**config.mk**
```make
export PLATFORM = sky130hd
export DESIGN_NAME = fdci_ctrl
export DESIGN_NICKNAME = d
export VERILOG_FILES = /design/src/fdci_pkg.sv /design/src/fdci_ctrl.sv
export SDC_FILE = /design/constraint.sdc
export NUM_CORES = 1
export LEC_CHECK = 0
export BUFFER_PORTS_ARGS = -buffer_cell sky130_fd_sc_hd__buf_2
export CAP_MARGIN = 0
export CELL_PAD_IN_SITES_DETAIL_PLACEMENT = 1
export CELL_PAD_IN_SITES_GLOBAL_PLACEMENT = 1
export CORE_AREA = 10 10 47 49
export DETAILED_ROUTE_END_ITERATION = 16
export DIE_AREA = 0 0 57 59
export GPL_TIMING_DRIVEN = 0
export PLACE_DENSITY = 0.71
export SYNTH_ARGS = -nofsm -noshare
export SYNTH_HDL_FRONTEND = slang
export SYNTH_SLANG_ARGS = --single-unit
```
**constraint.sdc**
```tcl
create_clock -name clk -period 2.2 [get_ports clk]
set_input_delay 0.22 -clock clk [delete_from_list [all_inputs] [get_ports clk]]
set_output_delay 0.22 -clock clk [all_outputs]
set_load 0.01 [all_outputs]
```
**src/fdci_pkg.sv**
```systemverilog
// shared types, constants and controller command/status structs for the
// fractional delay cubic interpolator; no dependencies
package fdci_pkg;

    localparam int DEPTH    = 4096;
    localparam int ADDR_W   = $clog2(DEPTH);
    localparam int SAMPLE_W = 24;
    localparam int FRAC_W   = 16;
    localparam int DELAY_W  = ADDR_W + FRAC_W;
    localparam int COEF_W   = SAMPLE_W + 3;
    localparam int MUL_W    = SAMPLE_W + 20;
    localparam int ACC_W    = MUL_W + FRAC_W + 1;
    localparam int RND_W    = ACC_W - 2 * FRAC_W;

    typedef logic        [ADDR_W-1:0]   addr_t;
    typedef logic        [FRAC_W-1:0]   frac_t;
    typedef logic        [DELAY_W-1:0]  delay_t;
    typedef logic signed [SAMPLE_W-1:0] sample_t;
    typedef logic signed [COEF_W-1:0]   coef_t;
    typedef logic signed [MUL_W-1:0]    mul_op_t;
    typedef logic signed [ACC_W-1:0]    acc_t;
    typedef logic signed [RND_W-1:0]    rnd_t;

    localparam delay_t  DELAY_RESET = delay_t'(131072);
    localparam delay_t  DELAY_MAX   = delay_t'((DEPTH - 1) << FRAC_W);
    localparam sample_t SAMPLE_MAX  = sample_t'((1 << (SAMPLE_W - 1)) - 1);
    localparam sample_t SAMPLE_MIN  = sample_t'(1 << (SAMPLE_W - 1));

    typedef enum logic [3:0] {
        ST_IDLE,
        ST_RD_M1,
        ST_RD_0,
        ST_RD_1,
        ST_RD_2,
        ST_CAP,
        ST_COEF,
        ST_MUL1,
        ST_MUL2,
        ST_MUL3,
        ST_FINISH
    } state_t;

    typedef enum logic [1:0] {
        TAP_M1,
        TAP_0,
        TAP_1,
        TAP_2
    } tap_t;

    typedef enum logic [1:0] {
        STEP_1,
        STEP_2,
        STEP_3
    } step_t;

    typedef struct packed {
        logic  accept;
        logic  rd_issue;
        tap_t  rd_tap;
        logic  cap_en;
        tap_t  cap_tap;
        logic  coef_en;
        logic  mul_en;
        step_t step;
        logic  finish;
    } ctrl_cmd_t;

    typedef struct packed {
        logic out_busy;
    } dp_status_t;

endpackage

```
**src/fdci_ctrl.sv**
```systemverilog
// sequencing state machine: buffer write, four tap reads, coefficient step,
// three horner passes on the shared multiplier, result hand-off; uses fdci_pkg
module fdci_ctrl (
    input  logic                  clk,
    input  logic                  rst_n,
    input  logic                  in_valid,
    output logic                  in_stall,
    input  fdci_pkg::dp_status_t  status,
    output fdci_pkg::ctrl_cmd_t   cmd
);

    fdci_pkg::state_t state_reg;
    fdci_pkg::state_t state_next;

    always_ff @(posedge clk or negedge rst_n)
    begin
        if (!rst_n)
        begin
            state_reg <= fdci_pkg::ST_IDLE;
        end
        else
        begin
            state_reg <= state_next;
        end
    end

    always_comb
    begin
        state_next    = state_reg;
        in_stall      = 1'b1;
        cmd           = '0;
        cmd.rd_tap    = fdci_pkg::TAP_M1;
        cmd.cap_tap   = fdci_pkg::TAP_M1;
        cmd.step      = fdci_pkg::STEP_1;
        unique case (state_reg)
            fdci_pkg::ST_IDLE:
            begin
                in_stall   = 1'b0;
                cmd.accept = in_valid;
                if (in_valid)
                begin
                    state_next = fdci_pkg::ST_RD_M1;
                end
            end
            fdci_pkg::ST_RD_M1:
            begin
                cmd.rd_issue = 1'b1;
                cmd.rd_tap   = fdci_pkg::TAP_M1;
                state_next   = fdci_pkg::ST_RD_0;
            end
            fdci_pkg::ST_RD_0:
            begin
                cmd.rd_issue = 1'b1;
                cmd.rd_tap   = fdci_pkg::TAP_0;
                cmd.cap_en   = 1'b1;
                cmd.cap_tap  = fdci_pkg::TAP_M1;
                state_next   = fdci_pkg::ST_RD_1;
            end
            fdci_pkg::ST_RD_1:
            begin
                cmd.rd_issue = 1'b1;
                cmd.rd_tap   = fdci_pkg::TAP_1;
                cmd.cap_en   = 1'b1;
                cmd.cap_tap  = fdci_pkg::TAP_0;
                state_next   = fdci_pkg::ST_RD_2;
            end
            fdci_pkg::ST_RD_2:
            begin
                cmd.rd_issue = 1'b1;
                cmd.rd_tap   = fdci_pkg::TAP_2;
                cmd.cap_en   = 1'b1;
                cmd.cap_tap  = fdci_pkg::TAP_1;
                state_next   = fdci_pkg::ST_CAP;
            end
            fdci_pkg::ST_CAP:
            begin
                cmd.cap_en  = 1'b1;
                cmd.cap_tap = fdci_pkg::TAP_2;
                state_next  = fdci_pkg::ST_COEF;
            end
            fdci_pkg::ST_COEF:
            begin
                cmd.coef_en = 1'b1;
                state_next  = fdci_pkg::ST_MUL1;
            end
            fdci_pkg::ST_MUL1:
            begin
                cmd.mul_en = 1'b1;
                cmd.step   = fdci_pkg::STEP_1;
                state_next = fdci_pkg::ST_MUL2;
            end
            fdci_pkg::ST_MUL2:
            begin
                cmd.mul_en = 1'b1;
                cmd.step   = fdci_pkg::STEP_2;
                state_next = fdci_pkg::ST_MUL3;
            end
            fdci_pkg::ST_MUL3:
            begin
                cmd.mul_en = 1'b1;
                cmd.step   = fdci_pkg::STEP_3;
                state_next = fdci_pkg::ST_FINISH;
            end
            fdci_pkg::ST_FINISH:
            begin
                // wait until the output register can take the result
                if (!status.out_busy)
                begin
                    cmd.finish = 1'b1;
                    state_next = fdci_pkg::ST_IDLE;
                end
            end
            default:
            begin
                state_next = fdci_pkg::ST_IDLE;
            end
        endcase
    end

endmodule

```
After elaboration in Yosys (flattened, before gate mapping)
Cells that the tools add are included.

operators by class
  equality and inequality tests = 12
  multiplexer cells = 11
  reduce and logical (&&, ||, !) cells = 2

operators by type and width
  kind                                                             count
  4-bit case mux with 11 select lines                              1
  3-bit case mux with 4 select lines                               2
  4-bit by 3-bit == test with 1-bit output, second input constant  4
  4-bit == test, second input constant                             3
  3-bit case mux with 3 select lines                               1
  4-bit by 2-bit == test with 1-bit output, second input constant  2
  4-bit 2-to-1 mux                                                 2
  1-bit 2-to-1 mux                                                 5
  4-bit by 1-bit == test with 1-bit output, second input constant  1
  4-bit logical NOT                                                1
  2-bit != test, second input constant                             2
  2-bit AND reduction                                              1

word-level totals
  register bits after elaboration = 4
  bits of input ports = 4
  logic and storage cells = 26

Longest topological paths before layout
  depth in word-level cells = 3
  mapped depth = 4

Worst setup path after synthesis
OpenSTA, ideal clock, no wires.

  path kind = register to output
  from = reg state_reg[1]
  to = out cmd[9] (netlist name)
  arrival = 1.009 ns
  data required time = 1.980 ns
  slack = 0.971 ns
  stages on the path, launching flop included = 5
  buffers on the path = 1
  path through = dfrtp_1 buf_4 nor2_1 nand2_1 a21oi_1

RTL lines
  what                      RTL line         RTL
  start: declaration        fdci_ctrl.sv:12  fdci_pkg::state_t state_reg;
  start signal: assignment  fdci_ctrl.sv:19  state_reg <= fdci_pkg::ST_IDLE;
  start signal: assignment  fdci_ctrl.sv:23  state_reg <= state_next;
  end: declaration          fdci_ctrl.sv:9   output fdci_pkg::ctrl_cmd_t cmd

==> metrics.txt <==
vias per cell=4.59; post-route clock period utilization=0.733; Total Routed Length=1.04 mm; critical path capture point type=output port; final hold vios=0; Internal=396 µW; Root Buffer=clkbuf_4; post-synthesis sequential area ratio=0.327; post-synth top area cell=dfrtp_1; max frequency=620 MHz; Critical Path Most Common Cell=nor2_1; dominant synthesized flop cell=dfrtp_1; row cnt=14; synth top area cells=dfrtp_1, nor2_1, nor3_1; part of the power in registers=0.183; Comb pwr share=0.702; RSZ-0062 raised after global routing=false; status=complete, no violations; critical path, cell by cell=buf_4 -> nor2_1 -> xor2_1 -> nor2_1 -> buf_2; chip width=57 µm; max FFs per register=4; Post-synth EDFFs=0; most frequent cell after synthesis=nor2_1; io pins=17; first element of the critical path=state_reg[1]$_DFFE_PN0P_; clk slew on worst S/H paths=40 ps; vias in the first global route=385; delay of the slowest cell on the worst path=370 ps; final clock skew=0.380 ps; nets@finish=69; port bufs=16; CP Class=flip-flop to output port; Core ar.=0.00140 mm²; Final Power=793 µW; Clock Latency Late Sink=230 ps; Filler Cell Count=188; antenna cells=0; Peak supply drop=0.518 mV; measured slew at the worst slew-check pin=276 ps; clock sinks=4; CTS Buffer Depth=2; Post-CTS Resized=0; Initial Util=0.219; max-slew violation total from the final report=0; FF+latch area=100 µm²; Synthesis Warnings=0; final estimated routing congestion in global placement=0.717; Switching Power=397 µW; Via Count=363; Switching Share=0.501; Slew headroom=0.814; clock share of power=0.115; leakage power figure=0.231 nW; CP arrival=1390 ps; setup_tns=0 ps; initial antenna violation count=0; Hold/Removal Path Class=primary input to async pin; post-route minimum period=1610 ps; layout cells sized above 1=0.349; MaxCap Viol Count=0; final hold slack=315 ps; reg2reg start=state_reg[2]$_DFFE_PN0P_; Area Growth Syn to Fin=43.3%; Overall Global Routing Usage=0.0659; Power Dens Cells=1810 mW/mm²; worst path required time=1980 ps; Synth top cells by count=nor2_1, nand2_1, nor3_1, dfrtp_1; CTS tree=done; average routed wire per standard cell=13.1 µm; Initial DRT Pass Iterations=2; First DRT Iteration DRCs=6; area of the multi-input gates=185 µm²; post-route antenna net violation count=0; Post-Synthesis Cells=43; syn_nets=47; R2R Setup Slk=1150 ps; syn avg cell area=7.13 µm²; global-route wire length before repair=1.70 mm; Setup-failing EPs final=0; Synth cell types=18; Async SR Flop Fraction=1.00; slowest CP cell=dfrtp_1; CP max FO=10; CTS H-tree lvls=1; Detail Placement HPWL=795 µm; grt ovf=0; Chip Height=59 µm; Synth Cell Area=307 µm²; Die ar.=0.00336 mm²; CP startpoint kind=flip-flop; Synth top area share=0.327; CTS buffer count=3; # DRC=0; pin count of the biggest net entering global routing=11; Yosys reg bits=4
-- critical path: cells and delay by family, from the launching register on --
family | cells | cell delay (ps)
buffers and inverters | 2 | 320
xor gates and xnor gates | 1 | 170
DFF | 1 | 370
and+or+nand+nor | 2 | 290
-- what timing repair did --
item	CTS	global route
endpoints found under the setup margin	0	0
buffers inserted	0	0
hold buffers	1	0
hold endpoints to repair	4	0
-- power by group through the flow --
| stage | Clock (mW) | Sequential [mW] | Combinational (mW) |
|---|---|---|---|
| after floorplan | 0 | 0.137 | 0.367 |
| after global placement | 0 | 0.143 | 0.545 |
| after detailed placement | 0 | 0.146 | 0.558 |
| after CTS | 0.0943 | 0.146 | 0.570 |
| after global routing | 0.103 | 0.153 | 0.624 |
| final | 0.0909 | 0.145 | 0.557 |
-- area by class of cell --
class                   instances  share of cell area
plain buffers                   3              0.0399
clock buffers                   3              0.0513
inverters                       1             0.00855
multi-input cells              35               0.422
flip-flops and latches          4               0.228
well taps                      16              0.0456
repair buffers                 17               0.205
-- final timing paths --
check	end	depth (start not counted)
worst min register to register	state_reg[0]$_DFFE_PN0P_	1
max in group asynchronous	state_reg[1]$_DFFE_PN0P_	2
worst min-delay path	state_reg[2]$_DFFE_PN0P_	2
min in group clk	state_reg[3]$_DFFE_PN0P_	3
worst max register to register	state_reg[0]$_DFFE_PN0P_	3
worst max-delay path	cmd[10]	5
-- metrics by stage --
step	utilization	instance area, µm²	std cells	setup slack [ps]
floorplan	-	307	43	971
global placement	0.290	407	75	848
detailed placement	0.290	407	75	821
CTS	0.313	439	79	568
global route	0.313	439	79	425
finish	0.313	439	79	588
-- cell families (layout without fill, tap and decap cells) --
logic type      Yosys count  in the layout  synth area share
flops                     4              4             0.327
xor+xnor                  2              2            0.0572
compound gates            8              8             0.155
simple gates             25             25             0.392
buf+inv                   4             24            0.0694
-- cell usage in the layout, fill, tap and decap left out, drive strengths merged --
cell	Yosys	layout
buf	3	19
nor2	7	7
nand2	5	5
nor3	5	5
dfrtp	4	4
nand2b	3	3
a21oi	3	3
clkbuf	0	3
or2	2	2
o21ai	2	2
o21a	2	2
inv	1	1
xnor2	1	1
xor2	1	1
and3	1	1
nor2b	1	1
a21boi	1	1
nor4	1	1
dlygate4sd3	0	1
-- per-layer routing --
layer / global-route usage / share of wire
met1: 0.0670 / 0.45
met2: 0.0915 / 0.43
met3: 0.0408 / 0.090
met4: 0.0604 / 0.030
met5: 0 / 0
(Power assumes the default switching activity.)
